### config.mk
export PLATFORM = sky130hd
export DESIGN_NAME = tlul_ctrl
export DESIGN_NICKNAME = d
export VERILOG_FILES = /design/src/rtl/tlul_pkg.sv /design/src/rtl/tlul_ctrl.sv
export SDC_FILE = /design/constraint.sdc
export NUM_CORES = 1
export LEC_CHECK = 0
export BUFFER_PORTS_ARGS = -buffer_cell sky130_fd_sc_hd__buf_4
export CAP_MARGIN = 40
export CORE_AREA = 4 4 41 43
export DETAILED_ROUTE_END_ITERATION = 10
export DIE_AREA = 0 0 45 47
export PLACE_DENSITY = 0.65
export REMOVE_ABC_BUFFERS = 1
export SLEW_MARGIN = 25
export SYNTH_ARGS = -nofsm -noshare
export SYNTH_HDL_FRONTEND = slang
export SYNTH_SLANG_ARGS = --single-unit
### constraint.sdc
create_clock -name clk -period 1.2 [get_ports clk]
set_clock_uncertainty 0.05 [all_clocks]
set_input_delay 0.18 -clock clk [delete_from_list [all_inputs] [get_ports clk]]
set_output_delay 0.18 -clock clk [all_outputs]
set_load 0.02 [all_outputs]
### src/rtl/tlul_pkg.sv
// Shared types and constants for the two-level TLB.
// No dependencies; used by every other file of the block but tlul_table.
package tlul_pkg;

  localparam int VA_W    = 32;
  localparam int PA_W    = 32;
  localparam int FRAME_W = 20;
  localparam int STAMP_W = 64;
  localparam int CNT_W   = 32;
  localparam int NUM_CNT = 6;

  // command codes (s_tuser)
  localparam logic CMD_TRANSLATE = 1'b0;
  localparam logic CMD_INVAL     = 1'b1;

  // result kind codes (m_tuser)
  localparam logic [1:0] LVL_L1    = 2'd0;
  localparam logic [1:0] LVL_L2    = 2'd1;
  localparam logic [1:0] LVL_MISS  = 2'd2;
  localparam logic [1:0] LVL_INVAL = 2'd3;

  // event counter slots
  localparam int CNT_L1_HIT   = 0;
  localparam int CNT_L1_MISS  = 1;
  localparam int CNT_L1_INVAL = 2;
  localparam int CNT_L2_HIT   = 3;
  localparam int CNT_L2_MISS  = 4;
  localparam int CNT_L2_INVAL = 5;

  // table write operations
  typedef logic [1:0] op_t;
  localparam op_t OP_NONE  = 2'd0;
  localparam op_t OP_TOUCH = 2'd1;
  localparam op_t OP_FILL  = 2'd2;
  localparam op_t OP_MARK  = 2'd3;

  typedef struct packed {
    logic load;
    logic scan_clr;
    logic scan_go;
    logic scan_sel;   // 0 near table, 1 far table
    logic sweep;
    op_t  near_op;
    op_t  far_op;
    logic finish;
  } ctrl_cmd_t;

  typedef struct packed {
    logic sweep_done;
    logic scan_done;
    logic is_inval;
    logic e_found;
    logic f_found;
    logic mark_need;
    logic out_busy;
  } ctrl_sts_t;

  function automatic logic [CNT_W-1:0] sat_inc(input logic [CNT_W-1:0] v);
    sat_inc = (v == {CNT_W{1'b1}}) ? v : v + CNT_W'(1);
  endfunction

endpackage

### src/rtl/tlul_ctrl.sv
// Sequencer for the two-level TLB: clearing sweep, table scans, updates and
// result hand-off. Uses tlul_pkg command/status structs.
module tlul_ctrl (
  input  logic                clk,
  input  logic                rst,
  input  logic                s_tvalid,
  output logic                s_tready,
  input  tlul_pkg::ctrl_sts_t sts,
  output tlul_pkg::ctrl_cmd_t cmd
);

  localparam logic [2:0] ST_CLEAR  = 3'd0;
  localparam logic [2:0] ST_IDLE   = 3'd1;
  localparam logic [2:0] ST_SCAN_N = 3'd2;
  localparam logic [2:0] ST_SCAN_F = 3'd3;
  localparam logic [2:0] ST_UPD1   = 3'd4;
  localparam logic [2:0] ST_UPD2   = 3'd5;
  localparam logic [2:0] ST_FIN    = 3'd6;

  logic [2:0] state, state_next;

  always_ff @(posedge clk) begin
    if (rst) begin
      state <= ST_CLEAR;
    end else begin
      state <= state_next;
    end
  end

  assign s_tready = (state == ST_IDLE);

  always_comb begin
    state_next = state;
    cmd        = '0;
    case (state)
      ST_CLEAR: begin
        if (sts.sweep_done) begin
          state_next = ST_IDLE;
        end else begin
          cmd.sweep = 1'b1;
        end
      end
      ST_IDLE: begin
        if (s_tvalid) begin
          cmd.load     = 1'b1;
          cmd.scan_clr = 1'b1;
          state_next   = ST_SCAN_N;
        end
      end
      ST_SCAN_N: begin
        cmd.scan_go = 1'b1;
        if (sts.scan_done) begin
          cmd.scan_clr = 1'b1;
          state_next   = ST_SCAN_F;
        end
      end
      ST_SCAN_F: begin
        cmd.scan_go  = 1'b1;
        cmd.scan_sel = 1'b1;
        if (sts.scan_done) begin
          state_next = sts.is_inval ? ST_FIN : ST_UPD1;
        end
      end
      ST_UPD1: begin
        if (sts.e_found) begin
          cmd.near_op = tlul_pkg::OP_TOUCH;
          cmd.far_op  = sts.f_found ? tlul_pkg::OP_TOUCH : tlul_pkg::OP_NONE;
          state_next  = ST_FIN;
        end else begin
          cmd.near_op = tlul_pkg::OP_FILL;
          cmd.far_op  = sts.f_found ? tlul_pkg::OP_TOUCH : tlul_pkg::OP_FILL;
          state_next  = sts.mark_need ? ST_UPD2 : ST_FIN;
        end
      end
      ST_UPD2: begin
        cmd.far_op = tlul_pkg::OP_MARK;
        state_next = ST_FIN;
      end
      ST_FIN: begin
        if (!sts.out_busy) begin
          cmd.finish = 1'b1;
          state_next = ST_IDLE;
        end
      end
      default: begin
        state_next = ST_CLEAR;
      end
    endcase
  end

endmodule

Word-level counts from Yosys, hierarchy flattened
Index checks and enable logic that the tools add are counted.

Equal/unequal tests: 11. Muxes and demuxes: 24. Reduce and logical (&&, ||, !) cells: 3.

Operators by type and width (number): $pmux 3 s7 (1); $mux 3 (5); $mux 2 (6); $ne 2x2->1 const B (5); $eq 3x3->1 const B (3); $mux 1 (9); $eq 3x2->1 const B (2); $reduce_and 5->1 (1); $mux 4 (1); $pmux 2 s2 (1); $eq 3x1->1 const B (1); $logic_not 3->1 (1); $pmux 1 s2 (1); $reduce_or 2->1 (1).

Bits in registers: 3. Output and inout bits: 11.

Logic depth before layout (Yosys ltp)
Gate-level depths: netlist of the first run.

Word-level depth: 3. Depth in mapped cells: 5. Gate-level depth less buffers: 4.

Least setup slack after synthesis of the first run
No wires, ideal clock.

Path kind: reg-to-output. Start: register state[0]. End: output port cmd[0] in the netlist's numbering. Data arrival time: 1.387 ns. Slack: -0.417 ns. Cell stages (with the launch flop): 4. Buffers on the path: 2. Cell sequence: dfxtp_1 buf_6 clkbuf_1 nor4b_1.

RTL lines: start, declared (RTL line tlul_ctrl.sv:20) `logic [2:0] state, state_next;`; start signal, assigned (RTL line tlul_ctrl.sv:26) `state <= state_next;`; end, declared (RTL line tlul_ctrl.sv:9) `output tlul_pkg::ctrl_cmd_t cmd`.

==> flow_metrics.env, run 1 <==
export IMPL_yosysSeqAreaShare_pct=18.3
export IMPL_die_w_um=45
export IMPL_io_buffers=20
export IMPL_violations="negative setup slack"
export IMPL_drc=0
export IMPL_leakage_uw=0.000338
export IMPL_rsz0062_at_grt="true"
export IMPL_postSynthAreaPerCell_sq_um=7.65
export IMPL_min_period_ns=1.39
export IMPL_crit_type="reg2out"
export IMPL_required_ns=0.97
export IMPL_grt_max_degree=9
export IMPL_drt_iter0_drc=11
export IMPL_synth_top_cell_by_area="dfxtp_1"
export IMPL_status="complete, but fails checks"
export IMPL_ant_nets=0
export IMPL_ys_top_cells_by_area="dfxtp_1 18%, nor2_1 9.1%, a2111oi_4 8.4%"
export IMPL_stdcell_count=96
export IMPL_vdd_drop_max_uv=530
export IMPL_max_stage_delay_ns=0.35
export IMPL_top_register="state"
export IMPL_synth_top_area_share_pct=18.3
export IMPL_arrival_ns=1.16
export IMPL_maxSlewHeadroom_pct=80.8
export IMPL_post_route_worst_setup_slack_ns=-0.187
export IMPL_ys_ff_latch=3
export IMPL_boundaryPins=21
export IMPL_worst_pin_slew_ns=0.288
export IMPL_place_inst=86
export IMPL_grt_use_total_pct=10.9
export IMPL_cts_tree="built"
export IMPL_yosys_top_cells_count="8 x nor2_1, 3 x and2_1, 3 x dfxtp_1, 3 x nor3_1, 2 x a211o_1"
export IMPL_top_regs="state x3"
export IMPL_p_per_area_nw_per_um2=1370
export IMPL_worstPathCellList="buf_6 -> nand3b_1 -> a21oi_2 -> buf_4"
export IMPL_die_y_um=47
export IMPL_place_gp_congestion=0.791
export IMPL_clk_path_buf_depth=2
export IMPL_cap_violations=0
export IMPL_coreArea_sq_um=1300
export IMPL_end_kind="output port"
export IMPL_htree_levels=1
export IMPL_wire_per_inst_um=11.8
export IMPL_fillers=120
export IMPL_num_rows=13
export IMPL_area_delta_synth_final_pct=130
export IMPL_cts_root_buf="clkbuf_4"
export IMPL_synthFlopType="dfxtp_1"
export IMPL_routed_wl_mm=1.13
export IMPL_cts_sinks=3
export IMPL_multi_input_area_sq_um=310
export IMPL_register_area_sq_um=68.8
export IMPL_antenna_found_initial=0
export IMPL_slowest_stage="dfxtp_4"
export IMPL_dr_pass1_iters=3
export IMPL_clkTransAtPathRegs_ns=0.04
export IMPL_startpoint_type="flop"
export IMPL_synth_area_sq_um=329
export IMPL_largest_reg_flops=3
export IMPL_grt_pass1_wl_mm=1.70
export IMPL_hp_class="in2reg"
export IMPL_finalSetupViolCount=13
export IMPL_fin_nets=92
export IMPL_grt_pass1_vias=426
export IMPL_synth_most_common_cell="nor2_1"
export IMPL_finalMaxSlewViolations=0
export IMPL_synthCells=43
export IMPL_synth_edf_count=0
export IMPL_start_util_pct=25.3
export IMPL_dieArea_sq_um=2120
export IMPL_num_vias=460
export IMPL_clk_latency_ns=0.23
export IMPL_dp_hpwl_um=754
export IMPL_grt_ovfl_total=0
export IMPL_finalHoldViolations=0
export IMPL_crit_path_max_fanout=6
export IMPL_max_freq_mhz=721
export IMPL_synthArstFlopShare_pct=0
export IMPL_fin_setup_tns_ns=-1.67
export IMPL_total_power_uw=1040
export IMPL_synth_warnings=0
export IMPL_synth_cell_types=29
export IMPL_drive_gt1_share_pct=77.8
export IMPL_finalCritPeriodShare_pct=116
export IMPL_n_antenna_cell=0
export IMPL_hold_path_depth=2
export IMPL_vias_per_cell=4.79
export IMPL_rr_worst_depth=5
export IMPL_cts_buffers=3
path summary, 6_finish.rpt:
path,to,slack (ns),start
min,state[0],0.08,rst
max,cmd[8],-0.19,state[0]
max reg2reg,state[0],-0.17,state[0]
min reg2reg,state[2],0.56,state[0]
cells by family (layout without fill, tap and decap cells):
logic type             after synthesis  after routing  share of synthesized area, %
AO/OA/AOI/OAI                       10             10                          29.7
buffers and inverters                5             43                          9.50
flip-flops                           3              3                          18.3
multiplexers                         1              1                          3.04
AND/OR/NAND/NOR                     24             24                          39.5
per-stage QoR:
step                worst slack, ns  instance area, sq um  hold slack [ns]  utilization (%)
floorplan                    -0.449                   302            0.196                -
global placement             -0.115                   561            0.310             43.1
detailed placement           -0.145                   561            0.315             43.1
CTS                          -0.184                   684           0.0622             52.6
global route                 -0.240                   757           0.0692             58.2
finish                       -0.187                   757           0.0806             58.2
where the power goes:
part	internal, uW	total (uW)	switching (uW)	leakage, uW
logic	396	711	315	0.000296
registers	126	154	28.4	0.0000264
clock network	124	174	49.7	0.0000150
repair_timing:
| item | 4_1_cts | 5_1_grt |
|---|---|---|
| pin swaps | 9 | 5 |
| gates resized for setup | 24 | 13 |
| setup buffers | 3 | 3 |
| hold buffers | 0 | 0 |
| setup endpoints to repair | 13 | 13 |
worst max-delay path, delay by kind of cell, from the launching register on:
family,cells,cell delay [ns]
and+or+nand+nor,1,0.16
AOI/OAI and AO/OA,1,0.13
DFF,1,0.35
buffers and inverters,2,0.28
placed cells by master (no fill, tap or decap), drive strengths merged:
master	instances
buf	38
nor2	8
clkbuf	4
and2	3
nor3	3
dfxtp	3
a211o	2
nor2b	2
o21ai	2
inv	1
nand2	1
and3	1
nand3b	1
nand3	1
a21oi	1
nor4	1
nor4b	1
or2b	1
a31oi	1
a311oi	1
nand2b	1
mux2i	1
a22oi	1
a2111oi	1
a221oi	1
per-layer routing:
metal,up-vias,GRT usage [%],wire (um)
met5,-,0,0
met4,0,4.68,0
met3,0,3.45,80
met2,16,19.2,607
met1,208,12.0,440
li1,236,-,-
area by class of cell:
cell class / instances / area share (%)
clock buffers: 4 / 3.47
multi-input cells: 35 / 41.0
flip-flops and latches: 3 / 9.09
inverters: 1 / 0.826
repair buffers: 38 / 43.1
well taps: 15 / 2.48
No activity file was read; power rests on OpenSTA's default activity.
==> inputs of run 2 (changes only) <==
--- a/config.mk
+++ b/config.mk
@@ -7,12 +7,15 @@
 export LEC_CHECK = 0
 export BUFFER_PORTS_ARGS = -buffer_cell sky130_fd_sc_hd__buf_4
 export CAP_MARGIN = 40
-export CORE_AREA = 4 4 41 43
+export CELL_PAD_IN_SITES_DETAIL_PLACEMENT = 0
+export CELL_PAD_IN_SITES_GLOBAL_PLACEMENT = 1
+export CORE_AREA = 4 4 43 45
 export DETAILED_ROUTE_END_ITERATION = 10
-export DIE_AREA = 0 0 45 47
-export PLACE_DENSITY = 0.65
+export DIE_AREA = 0 0 47 49
+export PLACE_DENSITY = 0.79
 export REMOVE_ABC_BUFFERS = 1
 export SLEW_MARGIN = 25
 export SYNTH_ARGS = -nofsm -noshare
 export SYNTH_HDL_FRONTEND = slang
 export SYNTH_SLANG_ARGS = --single-unit
+export TNS_END_PERCENT = 100
==> flow_metrics.env, run 2 (same netlist as run 1, synthesis figures left out) <==
export IMPL_status="complete, but fails checks"
export IMPL_worstSetupEndpoint="cmd[8]"
export IMPL_grt_pass1_vias=448
export IMPL_drc=0
export IMPL_n_antenna_cell=0
export IMPL_clk_latency_ns=0.24
export IMPL_grt_ovfl_total=0
export IMPL_dp_hpwl_um=833
export IMPL_grt_use_total_pct=11.3
export IMPL_multi_input_area_sq_um=322
export IMPL_boundaryPins=21
export IMPL_crit_path_max_fanout=5
export IMPL_drt_met1_wl_um=484
export IMPL_die_w_um=47
export IMPL_crit_start="state[0]"
export IMPL_clk_path_buf_depth=2
export IMPL_hp_class="in2reg"
export IMPL_startpoint_type="flop"
export IMPL_dieArea_sq_um=2300
export IMPL_dr_pass1_iters=3
export IMPL_num_vias=454
export IMPL_grt_max_degree=11
export IMPL_rr_startpoint="state[0]"
export IMPL_max_stage_delay_ns=0.36
export IMPL_final_common_cell="buf_4"
export IMPL_coreArea_sq_um=1470
export IMPL_total_power_uw=1040
export IMPL_place_inst=88
export IMPL_place_gp_congestion=0.799
export IMPL_cts_sinks=3
export IMPL_rsz0062_at_grt="true"
export IMPL_routed_wl_mm=1.16
export IMPL_num_rows=14
export IMPL_drt_iter0_drc=5
export IMPL_max_freq_mhz=721
export IMPL_maxSlewHeadroom_pct=75.5
export IMPL_slowest_stage="dfxtp_4"
export IMPL_cts_tree="built"
export IMPL_io_buffers=20
export IMPL_route_met3_wl_um=89
export IMPL_finalHoldViolations=0
export IMPL_p_per_area_nw_per_um2=1340
export IMPL_min_period_ns=1.39
export IMPL_antenna_found_initial=0
export IMPL_met2_wirelength_um=572
export IMPL_stdcell_count=97
export IMPL_top_layer="met4"
export IMPL_finalMaxSlewViolations=0
export IMPL_finalSetupViolCount=12
export IMPL_violations="negative setup slack"
export IMPL_htree_levels=1
export IMPL_wire_per_inst_um=11.9
export IMPL_cts_root_buf="clkbuf_4"
export IMPL_cap_violations=0
export IMPL_cts_buffers=3
export IMPL_clkTransAtPathRegs_ns=0.04
export IMPL_fillers=153
export IMPL_vias_per_cell=4.68
export IMPL_required_ns=0.97
export IMPL_vdd_drop_max_uv=568
export IMPL_worstPathCellList="buf_6 -> nand3b_1 -> a21oi_2 -> buf_4"
export IMPL_die_y_um=49
export IMPL_start_util_pct=22.4
export IMPL_end_kind="output port"
export IMPL_grt_pass1_wl_mm=1.92
export IMPL_register_area_sq_um=71.3
export IMPL_drive_gt1_share_pct=79.0
export IMPL_top_regs="state x3"
export IMPL_r2r_end="state[0]"
export IMPL_layout_common_cells="27 x buf_4, 11 x buf_6, 4 x nor2_1"
export IMPL_finalCritPeriodShare_pct=116
export IMPL_fin_nets=92
export IMPL_post_route_worst_setup_slack_ns=-0.188
export IMPL_r2r_setup_slack_ns=-0.17
export IMPL_area_delta_synth_final_pct=135
export IMPL_rr_worst_depth=4
export IMPL_arrival_ns=1.16
export IMPL_leakage_uw=0.000345
export IMPL_ant_nets=0
export IMPL_top_register="state"
export IMPL_worst_pin_slew_ns=0.368
export IMPL_largest_reg_flops=3
export IMPL_crit_type="reg2out"
## run 2: power breakdown
part	internal, uW	leakage [uW]	switching (uW)
Combinational	384	0.000303	307
Sequential	127	0.0000267	37.5
Clock	125	0.0000150	59.1
## run 2: layout make-up
type / count / area share, %
Timing Repair Buffer: 38 / 42.2
Multi-Input combinational cell: 35 / 41.5
Sequential cell: 3 / 9.21
Clock buffer: 4 / 3.39
Tap cell: 16 / 2.58
Inverter: 1 / 1.13
## run 2: worst min-delay path by stage
stage	slack [ns]	cells past startpoint	endpoint	startpoint
after detailed placement	0.32	2	state[0]	rst
after CTS	0.05	2	state[0]	rst
after floorplan	0.20	1	state[0]	rst
after global placement	0.32	2	state[0]	rst
final	0.07	2	state[0]	rst
after global routing	0.05	2	state[0]	rst
## run 2: critical path, delay by kind of cell, from the launching register on
| family | cells | cell delay, ns |
|---|---|---|
| AOI/OAI and AO/OA | 1 | 0.13 |
| buffers and inverters | 2 | 0.28 |
| and+or+nand+nor | 1 | 0.16 |
| DFF | 1 | 0.36 |
## run 2: metal layers
layer  vias to the layer above  track usage, %
met5                         -               0
met4                         0            4.15
met3                         2            4.43
met2                        19            17.2
met1                       203            14.0
li1                        230               -
## run 2: through the flow
stage | hold slack, ns | TNS [ns] | setup WS, ns | area [sq um] | utilization (%)
6_report | 0.0685 | -1.52 | -0.188 | 774 | 52.6
3_3_place_gp | 0.315 | -0.781 | -0.124 | 569 | 38.7
5_1_grt | 0.0550 | -2.19 | -0.256 | 774 | 52.6
3_5_place_dp | 0.320 | -1.03 | -0.188 | 569 | 38.7
2_1_floorplan | 0.196 | -1.89 | -0.449 | 302 | -
4_1_cts | 0.0519 | -1.74 | -0.218 | 714 | 48.6
## run 2: what timing repair did
item | CTS | global route
resized for setup | 25 | 16
setup buffers | 5 | 1
hold buffers | 0 | 0
setup endpoints to repair | 13 | 13
pin swaps | 9 | 8
==> inputs of run 3 (changes only) <==
==> constraint.sdc (replaced) <==
create_clock -name clk -period 1.2 [get_ports clk]
set_clock_uncertainty 0.05 [all_clocks]
set_input_delay 0.12 -clock clk [delete_from_list [all_inputs] [get_ports clk]]
set_output_delay 0.12 -clock clk [all_outputs]
set_load 0.02 [all_outputs]
==> flow_metrics.env, run 3 (same netlist as run 1, synthesis figures left out) <==
export IMPL_path_buf_inv=2
export IMPL_clkTransAtPathRegs_ns=0.04
export IMPL_boundaryPins=21
export IMPL_num_vias=476
export IMPL_final_common_cell="buf_4"
export IMPL_wire_per_inst_um=12.4
export IMPL_vdd_drop_max_uv=510
export IMPL_maxSlewHeadroom_pct=78.4
export IMPL_p_per_area_nw_per_um2=1340
export IMPL_finalSetupViolCount=12
export IMPL_dp_hpwl_um=797
export IMPL_fin_nets=94
export IMPL_crit_family="compound AO/OA/AOI/OAI gates"
export IMPL_grt_ovfl_total=0
export IMPL_clk_path_buf_depth=2
export IMPL_startpoint_type="flop"
export IMPL_layout_common_cells="28 x buf_4, 10 x buf_6, 4 x nor2_4"
export IMPL_grt_use_total_pct=11.3
export IMPL_worstPathCellList="buf_6 -> a2111oi_4 -> buf_4 -> a211o_1 -> a221oi_2"
export IMPL_fillers=141
export IMPL_cts_buffers=3
export IMPL_rr_worst_depth=5
export IMPL_cts_tree="built"
export IMPL_top_register="state"
export IMPL_rsz0062_at_grt="true"
export IMPL_die_y_um=49
export IMPL_multi_input_area_sq_um=320
export IMPL_area_delta_synth_final_pct=141
export IMPL_dr_pass1_iters=2
export IMPL_register_area_sq_um=71.3
export IMPL_start_util_pct=22.4
export IMPL_num_rows=14
export IMPL_worst_pin_slew_ns=0.324
export IMPL_antenna_found_initial=0
export IMPL_clk_latency_ns=0.24
export IMPL_ant_nets=0
export IMPL_finalHoldViolations=0
export IMPL_vias_per_cell=4.81
export IMPL_place_inst=88
export IMPL_leakage_uw=0.000357
export IMPL_die_w_um=47
export IMPL_n_antenna_cell=0
export IMPL_drive_gt1_share_pct=77.1
export IMPL_grt_max_degree=10
export IMPL_top_regs="state x3"
export IMPL_place_gp_congestion=0.856
export IMPL_hold_path_depth=3
export IMPL_drc=0
export IMPL_post_route_worst_setup_slack_ns=-0.200
export IMPL_min_period_ns=1.40
export IMPL_end_kind="flop"
export IMPL_routed_wl_mm=1.23
export IMPL_violations="negative setup slack"
export IMPL_drt_iter0_drc=4
export IMPL_cts_sinks=3
export IMPL_arrival_ns=1.48
export IMPL_max_stage_delay_ns=0.40
export IMPL_largest_reg_flops=3
export IMPL_max_freq_mhz=714
export IMPL_finalCritPeriodShare_pct=117
export IMPL_io_buffers=20
export IMPL_dieArea_sq_um=2300
export IMPL_crit_type="reg2reg"
export IMPL_htree_levels=1
export IMPL_coreArea_sq_um=1470
export IMPL_status="complete, but fails checks"
export IMPL_grt_pass1_wl_mm=1.95
export IMPL_total_power_uw=1060
export IMPL_required_ns=1.28
export IMPL_crit_path_max_fanout=5
export IMPL_cap_violations=0
export IMPL_r2r_setup_slack_ns=-0.20
export IMPL_grt_pass1_vias=458
export IMPL_cts_root_buf="clkbuf_4"
export IMPL_slowest_stage="a2111oi_4"
export IMPL_stdcell_count=99
export IMPL_cp_depth=5
export IMPL_hp_class="in2reg"
export IMPL_finalMaxSlewViolations=0
run 3: metrics by stage:
step	TNS [ns]	setup slack, ns	hold WS [ns]	area (sq um)	util [%]
floorplan	-1.45	-0.389	0.136	302	-
global placement	-0.218	-0.0607	0.259	569	38.7
detailed placement	-0.268	-0.121	0.262	569	38.7
CTS	-1.08	-0.155	0.153	733	49.8
global route	-1.77	-0.232	0.167	792	53.8
finish	-1.24	-0.200	0.156	792	53.8
run 3: routing by layer:
| layer | global-route usage [%] | wire [um] | part of all wire, % | vias to the layer above |
|---|---|---|---|---|
| met5 | 0 | 0 | 0 | - |
| met4 | 6.91 | 23 | 1.9 | 0 |
| met3 | 1.11 | 82 | 6.7 | 2 |
| met2 | 18.1 | 647 | 53 | 18 |
| met1 | 13.8 | 478 | 39 | 220 |
| li1 | - | - | - | 236 |
run 3: final timing paths:
path / end / start
min: state[0] / sts[1]
max: state[0] / state[0]
min reg2reg: state[2] / state[2]
max reg2reg: state[0] / state[0]
run 3: layout make-up:
cell class	count	share of cell area [%]
multi-input combinational	35	40.4
timing repair buffer	40	43.9
inverter	1	0.790
sequential	3	9.00
clock buffer	4	3.32
tap	16	2.53
run 3: report_power, final:
group	switching (uW)	total [uW]	leakage, uW	internal [uW]
Clock	60.0	185	0.0000150	125
Combinational	312	711	0.000315	400
Sequential	41.1	168	0.0000267	127
run 3: worst register-to-register path, cell delays in order, from the launching register on:
cell	delay, ns
dfxtp_4	0.36
buf_6	0.13
a2111oi_4	0.40
buf_4	0.19
a211o_1	0.10
a221oi_2	0.05
run 3: what timing repair did:
item                                    CTS  global route
endpoints found under the hold margin     1             0
buffers inserted                          4             2
pin swaps                                10             8
endpoints found under the setup margin   13            12
resized for setup                        29            12
hold buffers                              1             0
